==> src/sv/mexp_pkg.sv <==
// Shared types for the modular exponentiation block.
// No dependencies; imported by mexp_mulmod and modular_exponentiation.
package mexp_pkg;

    // Status of the serial modular multiplier, seen by the sequencer
    typedef struct packed {
        logic busy;
        logic done;
    } t_mm_status;

endpackage

==> src/sv/mexp_mulmod.sv <==
// Bit-serial interleaved modular multiplier: (a * b) mod m, one bit of a per cycle.
// Depends on mexp_pkg (t_mm_status).
module mexp_mulmod #(
    parameter int W = 31
) (
    input  logic                  i_clk,
    input  logic                  i_rst_n,
    input  logic                  i_start,
    input  logic [W-1:0]          i_a,
    input  logic [W-1:0]          i_b,      // must not exceed i_m
    input  logic [W-1:0]          i_m,
    output logic [W-1:0]          o_result,
    output mexp_pkg::t_mm_status  o_status
);
    import mexp_pkg::*;

    localparam int CW = $clog2(W);

    logic          r_busy;
    logic          r_done;
    logic [CW-1:0] r_cnt;
    logic [W-1:0]  r_a;
    logic [W-1:0]  r_b;
    logic [W-1:0]  r_m;
    logic [W-1:0]  r_acc;

    logic [W+1:0]  t_sum;
    logic [W+2:0]  t_d1;
    logic [W+2:0]  t_d2;
    logic [W-1:0]  n_acc;

    // One step: acc = 2*acc + a_bit*b, then bring back below m (sum < 3m)
    always_comb begin
        t_sum = {1'b0, r_acc, 1'b0} + {2'b00, (r_a[W-1] ? r_b : {W{1'b0}})};
        t_d1  = {1'b0, t_sum} - {3'b000, r_m};
        t_d2  = {1'b0, t_sum} - {2'b00, r_m, 1'b0};
        if (!t_d2[W+2]) begin
            n_acc = t_d2[W-1:0];
        end else if (!t_d1[W+2]) begin
            n_acc = t_d1[W-1:0];
        end else begin
            n_acc = t_sum[W-1:0];
        end
    end

    // Control: load on start, then W steps, done pulses after the last one
    always_ff @(posedge i_clk) begin
        if (!i_rst_n) begin
            r_busy <= 1'b0;
            r_done <= 1'b0;
            r_cnt  <= '0;
        end else begin
            r_done <= 1'b0;
            if (i_start) begin
                r_busy <= 1'b1;
                r_cnt  <= CW'(W - 1);
            end else if (r_busy) begin
                if (r_cnt == '0) begin
                    r_busy <= 1'b0;
                    r_done <= 1'b1;
                end else begin
                    r_cnt <= r_cnt - 1'b1;
                end
            end
        end
    end

    // Datapath: multiplier shifts out MSB first
    always_ff @(posedge i_clk) begin
        if (i_start) begin
            r_a   <= i_a;
            r_b   <= i_b;
            r_m   <= i_m;
            r_acc <= '0;
        end else if (r_busy) begin
            r_a   <= {r_a[W-2:0], 1'b0};
            r_acc <= n_acc;
        end
    end

    assign o_result      = r_acc;
    assign o_status.busy = r_busy;
    assign o_status.done = r_done;

endmodule

==> src/sv/modular_exponentiation.sv <==
// Top level: right-to-left square-and-multiply sequencer around one serial multiplier.
// Depends on mexp_pkg and mexp_mulmod.
//
//   channel  dir  handshake                     payload
//   s_axis   in   s_axis_tvalid/s_axis_tready   base, exponent, modulus
//   m_axis   out  m_axis_tvalid/m_axis_tready   power_result
//
// The serial multiplier forms each modular product one multiplier bit per cycle.
// A request costs the base reduction, then per exponent bit one decision state,
// a square for every bit below the top one and a multiply for every set bit.
// Zero exponent or zero modulus skips the multiplier. Reset is synchronous,
// active low, and empties the block. A new request is taken while a finished
// result still waits in the output register; a stalled output holds its beat.
module modular_exponentiation #(
    parameter int OPERAND_BITS = 31
) (
    input  logic                                  i_clk,
    input  logic                                  i_rst_n,
    input  logic                                  s_axis_tvalid,
    output logic                                  s_axis_tready,
    // fields from bit 0: base, exponent, modulus, zero pad
    input  logic [((3*OPERAND_BITS+7)/8)*8-1:0]   s_axis_tdata,
    output logic                                  m_axis_tvalid,
    input  logic                                  m_axis_tready,
    // fields from bit 0: power_result, zero pad
    output logic [((OPERAND_BITS+7)/8)*8-1:0]     m_axis_tdata
);
    import mexp_pkg::*;

    localparam int W    = OPERAND_BITS;
    localparam int OUTW = ((W + 7) / 8) * 8;

    localparam logic [2:0] ST_IDLE = 3'd0;
    localparam logic [2:0] ST_RED  = 3'd1;
    localparam logic [2:0] ST_DEC  = 3'd2;
    localparam logic [2:0] ST_MUL  = 3'd3;
    localparam logic [2:0] ST_SQR  = 3'd4;
    localparam logic [2:0] ST_DONE = 3'd5;

    logic [2:0]   r_state;
    logic [2:0]   n_state;
    logic [W-1:0] r_e;
    logic [W-1:0] r_m;
    logic [W-1:0] r_base;
    logic [W-1:0] r_acc;
    logic [W-1:0] r_res;
    logic         r_out_valid;
    logic [W-1:0] r_out_data;

    logic [W-1:0] in_base;
    logic [W-1:0] in_exp;
    logic [W-1:0] in_mod;
    logic         accept;

    logic         mm_start;
    logic [W-1:0] mm_a;
    logic [W-1:0] mm_b;
    logic [W-1:0] mm_m;
    logic [W-1:0] mm_result;
    t_mm_status   mm_sts;

    // Input beat unpacking
    assign in_base       = s_axis_tdata[W-1:0];
    assign in_exp        = s_axis_tdata[2*W-1:W];
    assign in_mod        = s_axis_tdata[3*W-1:2*W];
    assign s_axis_tready = (r_state == ST_IDLE);
    assign accept        = s_axis_tvalid && s_axis_tready;

    // Multiplier operand selection and start
    always_comb begin
        mm_start = 1'b0;
        mm_a     = r_base;
        mm_b     = r_base;
        mm_m     = r_m;
        n_state  = r_state;
        unique case (r_state)
            ST_IDLE: begin
                mm_a = in_base;
                mm_b = W'(1);
                mm_m = in_mod;
                if (accept) begin
                    if (in_exp == '0 || in_mod == '0) begin
                        n_state = ST_DONE;
                    end else begin
                        mm_start = 1'b1;
                        n_state  = ST_RED;
                    end
                end
            end
            ST_RED: begin
                if (mm_sts.done) n_state = ST_DEC;
            end
            ST_DEC: begin
                mm_start = 1'b1;
                if (r_e[0]) begin
                    mm_a    = r_acc;
                    n_state = ST_MUL;
                end else begin
                    n_state = ST_SQR;
                end
            end
            ST_MUL: begin
                if (mm_sts.done) begin
                    if (r_e[W-1:1] == '0) begin
                        n_state = ST_DONE;
                    end else begin
                        mm_start = 1'b1;
                        n_state  = ST_SQR;
                    end
                end
            end
            ST_SQR: begin
                if (mm_sts.done) n_state = ST_DEC;
            end
            ST_DONE: begin
                if (!r_out_valid || m_axis_tready) n_state = ST_IDLE;
            end
            default: n_state = ST_IDLE;
        endcase
    end

    // Sequencer state
    always_ff @(posedge i_clk) begin
        if (!i_rst_n) begin
            r_state <= ST_IDLE;
        end else begin
            r_state <= n_state;
        end
    end

    // Exponent, base and accumulator registers
    always_ff @(posedge i_clk) begin
        if (accept) begin
            r_e   <= in_exp;
            r_m   <= in_mod;
            r_acc <= W'(1);
            r_res <= (in_exp == '0) ? W'(1) : '0;
        end
        if (mm_sts.done) begin
            if (r_state == ST_RED) begin
                r_base <= mm_result;
            end
            if (r_state == ST_MUL) begin
                r_acc <= mm_result;
                r_res <= mm_result;
            end
            if (r_state == ST_SQR) begin
                r_base <= mm_result;
                r_e    <= {1'b0, r_e[W-1:1]};
            end
        end
    end

    // Output register
    always_ff @(posedge i_clk) begin
        if (!i_rst_n) begin
            r_out_valid <= 1'b0;
        end else begin
            if (r_state == ST_DONE && (!r_out_valid || m_axis_tready)) begin
                r_out_valid <= 1'b1;
            end else if (m_axis_tready) begin
                r_out_valid <= 1'b0;
            end
        end
    end

    always_ff @(posedge i_clk) begin
        if (r_state == ST_DONE && (!r_out_valid || m_axis_tready)) begin
            r_out_data <= r_res;
        end
    end

    assign m_axis_tvalid = r_out_valid;
    assign m_axis_tdata  = OUTW'(r_out_data);

    mexp_mulmod #(
        .W (W)
    ) u_mulmod (
        .i_clk    (i_clk),
        .i_rst_n  (i_rst_n),
        .i_start  (mm_start),
        .i_a      (mm_a),
        .i_b      (mm_b),
        .i_m      (mm_m),
        .o_result (mm_result),
        .o_status (mm_sts)
    );

`ifndef SYNTHESIS
    // The multiplier is never restarted while it still works on a product
    a_no_restart: assert property (@(posedge i_clk) disable iff (!i_rst_n)
        mm_sts.busy |-> !mm_start)
        else $error("multiplier started while busy");

    // A done pulse only follows a busy multiplier
    a_done_after_busy: assert property (@(posedge i_clk) disable iff (!i_rst_n)
        mm_sts.done |-> $past(mm_sts.busy))
        else $error("multiplier done without work");

    // Requests are taken only while no product is in flight
    a_idle_accept: assert property (@(posedge i_clk) disable iff (!i_rst_n)
        s_axis_tready |-> !mm_sts.busy)
        else $error("input ready while multiplier busy");

    // A finished result always reaches the output register
    a_result_loaded: assert property (@(posedge i_clk) disable iff (!i_rst_n)
        (r_state == ST_DONE && (!r_out_valid || m_axis_tready)) |=> m_axis_tvalid)
        else $error("finished result not presented");
`endif

endmodule

==> config.mk <==
export PLATFORM = sky130hd
export DESIGN_NAME = modular_exponentiation
export DESIGN_NICKNAME = d
export VERILOG_FILES = /design/src/sv/mexp_pkg.sv /design/src/sv/mexp_mulmod.sv /design/src/sv/modular_exponentiation.sv
export SDC_FILE = /design/constraint.sdc
export NUM_CORES = 1
export LEC_CHECK = 0
export ABC_AREA = 1
export BUFFER_PORTS_ARGS = -buffer_cell sky130_fd_sc_hd__buf_2
export CAP_MARGIN = 20
export CELL_PAD_IN_SITES_DETAIL_PLACEMENT = 2
export CELL_PAD_IN_SITES_GLOBAL_PLACEMENT = 2
export CORE_MARGIN = 2
export CORE_UTILIZATION = 36
export CTS_CLUSTER_SIZE = 25
export DETAILED_ROUTE_END_ITERATION = 10
export PLACE_DENSITY_LB_ADDON = 0.1
export RECOVER_POWER = 100
export SYNTH_ARGS = -nofsm -noshare
export SYNTH_HDL_FRONTEND = slang
export SYNTH_SLANG_ARGS = --single-unit
==> constraint.sdc <==
create_clock -name i_clk -period 4.22 [get_ports i_clk]
set_input_delay 1.055 -clock i_clk [delete_from_list [all_inputs] [get_ports i_clk]]
set_output_delay 1.055 -clock i_clk [all_outputs]
set_load 0.05 [all_outputs]
# Word-level counts from Yosys, hierarchy flattened
# Cells that the tools add are included.
word_totals:
  register_bits: 321
  latch_bits: 0
  ram_bits: 0
  rom_bits: 0
  inputBits: 100
  output_inout_bits: 34
  elab_cells: 95
  n_memories: 0
op_classes:
  add_sub_neg: 4
  mul: 0
  div: 0
  n_lt_le_gt_ge: 0
  n_eq_ne: 10
  shift: 0
  muxes: 42
  bitwise_logic: 3
  n_reduce_logical: 20
ops:
  columns: ["op", "count"]
  rows:
  - ["31-bit two-way mux", 18]
  - ["31-bit zero test", 2]
  - ["31-bit one-hot mux with 2 select lines", 1]
  - ["33-bit by 31-bit subtractor with 34-bit output", 1]
  - ["33-bit by 32-bit subtractor with 34-bit output", 1]
  - ["32-bit by 31-bit adder with 33-bit output", 1]
  - ["30-bit zero test", 1]
  - ["3-bit two-way mux", 6]
  - ["5-bit two-way mux", 3]
  - ["3-bit one-hot mux with 5 select lines", 1]
  - ["1-bit two-way mux", 12]
  - ["3-bit by 2-bit == test with 1-bit output, second input constant", 2]
  - ["3-bit == test, second input constant", 2]
  - ["2-bit by 1-bit inequality test with 1-bit output, second input constant", 3]
  - ["2-bit AND reduction", 3]
  - ["2-bit nonzero test", 3]
  - ["5-bit zero test", 1]
  - ["5-bit by 1-bit subtractor with 5-bit output, second input constant", 1]
  - ["2-bit inequality test, second input constant", 2]
  - ["4-bit AND reduction", 1]
  - ["2-bit OR reduction", 2]
  - ["3-bit by 1-bit == test with 1-bit output, second input constant", 1]
  - ["3-bit zero test", 1]
  - ["1-bit NOT", 3]
  - ["other kinds (5)", 7]

# Depth between registers and ports, before layout
# Gate-level depths: netlist of the first run.
logic_depth:
  word_depth: 7
  mapped_depth: 33
  mapped_depth_nobuf: 32

# Hierarchy
# From an unflattened synthesis of the first run, not the netlist that was laid out.
unflattened:
  hier_cells: 2653
  area_unflattened_um2: 19650.1
modules_own_cells:
  columns: ["mod", "n_inst", "cells_per_inst", "area_each_um2", "seq_area_each_um2"]
  rows:
  - ["mexp_mulmod", 1, 1764, 11713.7, 3553.4]
  - ["modular_exponentiation", 1, 889, 7936.4, 4734.5]

# Worst setup path before layout of the first run
# OpenSTA, ideal clock, no wires.
synth_timing:
  path_kind: "flip-flop to flip-flop"
  from: "register u_mulmod.r_a[30]"
  to: "register u_mulmod.r_acc[28], in the netlist u_mulmod.o_result[28]"
  setup_time_ps: 111
  t_arrival_ps: 3764
  required_ps: 4109
  slack_ps: 345
  stages_incl_launch_ff: 31
  path_buffers: 2
  period_less_slack_ps: 3875
  path_cell_list: "edfxtp_1 -> clkbuf_1 -> nand2_1 -> inv_1 -> ha_1 -> inv_1 -> fa_1 -> inv_1 -> nand3_1 -> nand3_1 -> nand2_1 -> nand2_1 -> nand2_1 -> nand2_1 -> xor2_1 -> inv_1 -> ha_1 -> nand2_1 -> nor2_1 -> inv_1 -> nor3_1 -> nand2_1 -> nand3_2 -> nand2_2 -> nor2_1 -> nor2_4 -> buf_6 -> nand3_1 -> nand3_1 -> nand2_1 -> inv_1"
synth_via:
  elab_chain_len: 5
  elab_cells_between_ends: 6
  cone_classes: "add/sub: 3; mux: 3"
synth_rtl:
  columns: ["element", "line_no", "rtl"]
  rows:
  - ["from (decl)", "mexp_mulmod.sv:22", "logic [W-1:0] r_a;"]
  - ["from (signal assigned)", "mexp_mulmod.sv:71", "r_a <= i_a;"]
  - ["from (signal assigned)", "mexp_mulmod.sv:76", "r_a <= {r_a[W-2:0], 1'b0};"]
  - ["31-bit two-way mux (*)", "mexp_mulmod.sv:34", "t_sum = {1'b0, r_acc, 1'b0} + {2'b00, (r_a[W-1] ? r_b : {W{1'b0}})};"]
  - ["32-bit by 31-bit adder with 33-bit output (*)", "mexp_mulmod.sv:34", null]
  - ["33-bit by 31-bit subtractor with 34-bit output", "mexp_mulmod.sv:35", "t_d1 = {1'b0, t_sum} - {3'b000, r_m};"]
  - ["31-bit two-way mux", "mexp_mulmod.sv:39", "end else if (!t_d1[W+2]) begin"]
  - ["31-bit two-way mux (*)", "mexp_mulmod.sv:37", "if (!t_d2[W+2]) begin"]
  - ["to (signal assigned)", "mexp_mulmod.sv:77", "r_acc <= n_acc;"]
  - ["to (decl)", "mexp_mulmod.sv:25", "logic [W-1:0] r_acc;"]
# Every way passes the cells marked *; elsewhere a longest branch is shown, timed or not.
# A chain may end at the register's enable or synchronous reset.

# Worst setup path after layout of the first run
layout_timing:
  from: "register u_mulmod.r_a[30]"
  to: "register u_mulmod.r_acc[22], in the netlist u_mulmod.o_result[22]"
# The elaborated chain is that of the path after synthesis.

==> results.toml, run 1 <==
[flow_run]
cap_violations = 0

[setup_path]
reg2reg_depth = 26
crit_fanout = 6
rrSetupSlack_ps = -760
r2r-end = "u_mulmod.o_result[22]$_SDFFE_PP0P_"
required_ps = 4700
cp_top_family = "simple AND/OR/NAND/NOR gates"
crit_start = "u_mulmod.r_a[30]$_DFFE_PP_"
cp_num_buf_inv = 9
crit_path_end_kind = "flip-flop"
crit_type = "reg -> reg"
cp_data_arrival_time_ps = 5460
critPathMaxStageDelay_ps = 610
timing.rr.start = "u_mulmod.r_a[30]$_DFFE_PP_"
cpMaxStageDelayCell = "o211ai_1"
startpoint_type = "flip-flop"

[clock_tree]
htree_levels = 2
cts_made_buffers = 39
clkTransAtPathRegs_ps = 70
clk_latency_ps = 620
cts_buffer_depth = 3
clock-root-buffer = "clkbuf_16"
cts_tree = "built"
cts_hold_buf = 0
clock_sinks = 321

[sta]
tightest_slew_ps = 1210
rsz0062_at_grt = "yes"
fin_skew_ps = 31.8
finalCriticalPeriod_ps = 4980
period_share_pct = 118
setup_viol = 31
finalHoldViolCount = 0
slew_viol_final = 0
fmax_mhz = 201
setup_ws_ps = -758
slew_headroom_pct = 19.0

[die]
initial_core_util_pct = 36.2
fp.coreArea_um2 = 53600
fp.dieW_um = 236
ioPinCount = 134
dieHeight_um = 236
die-area_um2 = 55800
row_count = 85

[status]
status = "finished, violations left"
violations = "negative setup slack"

[routing]
drt-total-wl_um = 123000
routed_via_density = 5.89
first_pass_iters = 5
route.detailed.drc = 0
wl_per_cell_um = 32.1
drt_iter0_drc = 1647
ant_nets = 0
vias = 22623

[final_layout]
drive_above_1_share_pct = 38.1
area_growth_pct = 47.5
final_cell_area_um2 = 28700
nets = 3310
final_util_pct = 53.5
stdcell_count = 3842

[grt]
grt_max_degree = 81
grt_pass1_vias = 23129
grt_overflow = 0
grt_pass1_wl_um = 136000
grt_util_all_layers_pct = 31.8
grt_antenna_before_repair = 4

[place]
routabilityCongestion = 0.924
dpl-instance-area_um2 = 23500
dpl_worst_slack_ps = -499
dp.cells = 3693
io_buffers = 129
place_hpwl_um = 63600

[synth]
synth-seq-area-share_pct = 42.7
synth_warnings = 0
syn-cell-area_um2 = 19400
async_flop_share_pct = 0
synth_most_common_cell = "nand2_1"
synth_seq_cells = 321
synth.distinct_cells = 51
syn_area_per_cell_um2 = 7.55
syn_inst = 2574
syn-num-nets = 2770
synth_top_flop_cell = "edfxtp_1"
yosys-top-cells-count = "nand2_1, inv_1, nor2_1"
synth_area_leaders = "edfxtp_1, dfxtp_1, nand2_1"
synth_top_area_cell = "edfxtp_1"
netlist.area_leader.share_pct = 28.7
synth_edf_count = 186

[hold_path]
hp-start = "r_res[18]$_DFF_P_"
hold_depth = 0
hold_path.class = "reg -> reg"
hold_end = "r_out_data[18]$_DFFE_PP_"
-- per-stage QoR --
step / hold slack [ps] / setup TNS, ps
finish: 448 / -17130
global route: 452 / -18940
CTS: 433 / -3470
detailed placement: 422 / -13460
global placement: 414 / -5190
floorplan: 409 / 0
-- routing by layer --
metal / vias up / global-route usage [%] / routed length [um]
met4: 4 / 12.3 / 8710
met1: 11515 / 36.8 / 45900
met3: 498 / 3.98 / 7350
li1: 9532 / - / -
met2: 1074 / 59.2 / 61500
met5: - / 0 / 34
-- kinds of logic (layout without fill, tap and decap cells) --
logic type	Yosys count	after routing	share of synthesized area [%]
AND/OR/NAND/NOR	1084	1084	23.9
buffers and inverters	536	1107	10.8
AO/OA/AOI/OAI	477	477	13.7
flip-flops	321	321	42.7
adder cells (fa/ha/maj)	96	96	6.30
XOR/XNOR	59	59	2.66
other	1	2	0.0193
-- worst register-to-register path, delay by kind of cell, from the launching register on --
| kind | cells | cell delay, ps |
|---|---|---|
| buf+inv | 9 | 1070 |
| flops | 1 | 420 |
| xor+xnor | 2 | 410 |
| compound gates | 3 | 900 |
| simple gates | 10 | 1470 |
| fa+ha+maj | 2 | 600 |
-- final cells by class --
type	count	area [um2]
Tap cell	696	871
Timing Repair Buffer	580	4490
Antenna cell	1	2.50
Clock buffer	54	1100
Sequential cell	321	8290
Clock inverter	18	218
Multi-Input combinational cell	1717	11900
Fill cell	5754	24900
Inverter	455	1760
-- layout by cell type (no fill, tap or decap), drive strengths merged, types with 2 or more instances in the layout --
master / count
o22ai: 33
nand4: 61
xor2: 36
buf: 562
inv: 455
edfxtp: 186
a21o: 7
nor2: 239
clkbuf: 72
and3: 3
o21bai: 13
a21oi: 158
nor4: 13
nor3: 20
a21boi: 5
xnor2: 23
clkinv: 13
nand3: 131
o21a: 2
bufinv: 3
and2: 4
fa: 3
nand3b: 8
a221oi: 30
a31oi: 3
o211ai: 7
o21ai: 217
clkinvlp: 2
dfxtp: 135
or2: 7
ha: 93
nand2: 598
-- timing repair --
action / in CTS / in global routing
pin swaps: 37 / 137
hold endpoints to repair: 0 / 0
cloned: 6 / 6
buffers inserted: 18 / 47
setup endpoints to repair: 31 / 31
gates resized for setup: 168 / 594
-- how the worst max path moves through the flow --
stage | end | slack [ps] | depth (start not counted)
CTS | u_mulmod.o_result[6]$_SDFFE_PP0P_ | -150 | 32
global route | u_mulmod.o_result[22]$_SDFFE_PP0P_ | -770 | 26
detailed placement | u_mulmod.o_result[23]$_SDFFE_PP0P_ | -500 | 29
floorplan | u_mulmod.o_result[28]$_SDFFE_PP0P_ | 350 | 30
global placement | u_mulmod.o_result[25]$_SDFFE_PP0P_ | -230 | 29
finish | u_mulmod.o_result[22]$_SDFFE_PP0P_ | -760 | 26
Power of run 1 is left out: the tool's default activity adds up to more than one toggle a clock period on the data nets, which glitch-free logic cannot reach.
==> run 2, diff against run 1 <==
--- a/config.mk
+++ b/config.mk
@@ -15,7 +15,6 @@
 export CTS_CLUSTER_SIZE = 25
 export DETAILED_ROUTE_END_ITERATION = 10
 export PLACE_DENSITY_LB_ADDON = 0.1
-export RECOVER_POWER = 100
 export SYNTH_ARGS = -nofsm -noshare
 export SYNTH_HDL_FRONTEND = slang
 export SYNTH_SLANG_ARGS = --single-unit
==> results.toml, run 2 (synthesis results as in run 1) <==
[status]
status = "finished, violations left"
violations = "negative setup slack"

[sta]
rsz0062_at_grt = "yes"
setup_ws_ps = -704
fmax_mhz = 203
finalHoldViolCount = 0
slew_viol_final = 0
finalCriticalPeriod_ps = 4920
slew_headroom_pct = 20.1
setup_viol = 31
fin_skew_ps = 29.5
period_share_pct = 117
tightest_slew_ps = 1200

[grt]
grt_max_degree = 81
grt_util_all_layers_pct = 31.8
grt_overflow = 0
grt_pass1_wl_um = 136000
grt_pass1_vias = 23129
grt_antenna_before_repair = 4

[final_layout]
antenna_cells = 0
drive_above_1_share_pct = 38.5
nets = 3310
final_cell_mix = "nand2_1, buf_4, inv_1, o21ai_0, edfxtp_1"
layout_commonest_cell = "nand2_1"
final_util_pct = 53.5
area_growth_pct = 47.7

[die]
die-area_um2 = 55800
ioPinCount = 134
initial_core_util_pct = 36.2
row_count = 85
fp.dieW_um = 236
dieHeight_um = 236
fp.coreArea_um2 = 53600

[setup_path]
crit_path_end_kind = "flip-flop"
cp_data_arrival_time_ps = 5400
crit_fanout = 6
crit_type = "reg -> reg"
startpoint_type = "flip-flop"
required_ps = 4700

[flow_run]
cap_violations = 0

[clock_tree]
cts_hold_buf = 0
clock_sinks = 321
cts_made_buffers = 39
clock-root-buffer = "clkbuf_16"
cts_tree = "built"
clkTransAtPathRegs_ps = 70
htree_levels = 2
clk_latency_ps = 620
cts_buffer_depth = 3

[routing]
route.detailed.drc = 0
wl_per_cell_um = 32.2
drt-total-wl_um = 124000
vias = 22519
ant_nets = 0
routed_via_density = 5.86
drt_iter0_drc = 1721
first_pass_iters = 7

[place]
dpl_worst_slack_ps = -499
routabilityCongestion = 0.924
place_hpwl_um = 63600
io_buffers = 129

[hold_path]
hold_path.class = "reg -> reg"
run 2: cell type report:
cell class	instances	area, um2
fill	5740	24900
multi-input combinational	1717	11900
sequential	321	8290
timing repair buffer	580	4540
inverter	455	1760
clock buffer	54	1100
tap	696	871
clock inverter	18	218
run 2: timing repair:
action	CTS	global route
setup buffers	18	47
endpoints found under the setup margin	31	31
pin swaps	37	137
cloned	6	6
resized for setup	168	594
run 2: per-layer routing:
| layer | GRT usage [%] | wire length (um) |
|---|---|---|
| met2 | 59.2 | 61700 |
| met1 | 36.8 | 46200 |
| met5 | 0 | 13 |
| met4 | 12.3 | 8520 |
| met3 | 3.98 | 7120 |
run 2: final timing paths:
path	startpoint	endpoint	slack [ps]	depth (start not counted)
min	r_res[18]$_DFF_P_	r_out_data[18]$_DFFE_PP_	450	0
max reg2reg	u_mulmod.r_a[30]$_DFFE_PP_	u_mulmod.o_result[22]$_SDFFE_PP0P_	-700	26
min reg2reg	r_res[18]$_DFF_P_	r_out_data[18]$_DFFE_PP_	450	0
max	u_mulmod.r_a[30]$_DFFE_PP_	u_mulmod.o_result[22]$_SDFFE_PP0P_	-700	26
run 2: worst max-delay path, cell delays in order (launching register included):
cell       delay [ps]
edfxtp_1          420
buf_12            180
clkbuf_16         170
nand2_1            80
inv_1              70
ha_4              290
nand2_2           100
nor2_4            180
inv_2              70
nor2_4            160
nand4_1           140
nand2_2           170
xor2_2            210
buf_6             150
inv_4              40
buf_6             110
ha_4              310
buf_4             150
nand2_1           140
nor2_2            190
inv_1             110
nor2_2            170
nand3_1           110
o211ai_1          570
xor2_1            200
a21oi_2           210
a21oi_2            80
run 2: stage by stage:
step / setup TNS [ps] / std cells / hold WS [ps] / cell area (um2)
after detailed placement: -13460 / 3693 / 422 / 23500
after CTS: -3470 / 3789 / 433 / 26000
after global routing: -18940 / 3841 / 452 / 28700
after global placement: -5190 / 3693 / 414 / 23500
after floorplan: 0 / 2574 / 409 / 19400
final: -17200 / 3841 / 447 / 28700
Power of run 2 is left out for the same reason.
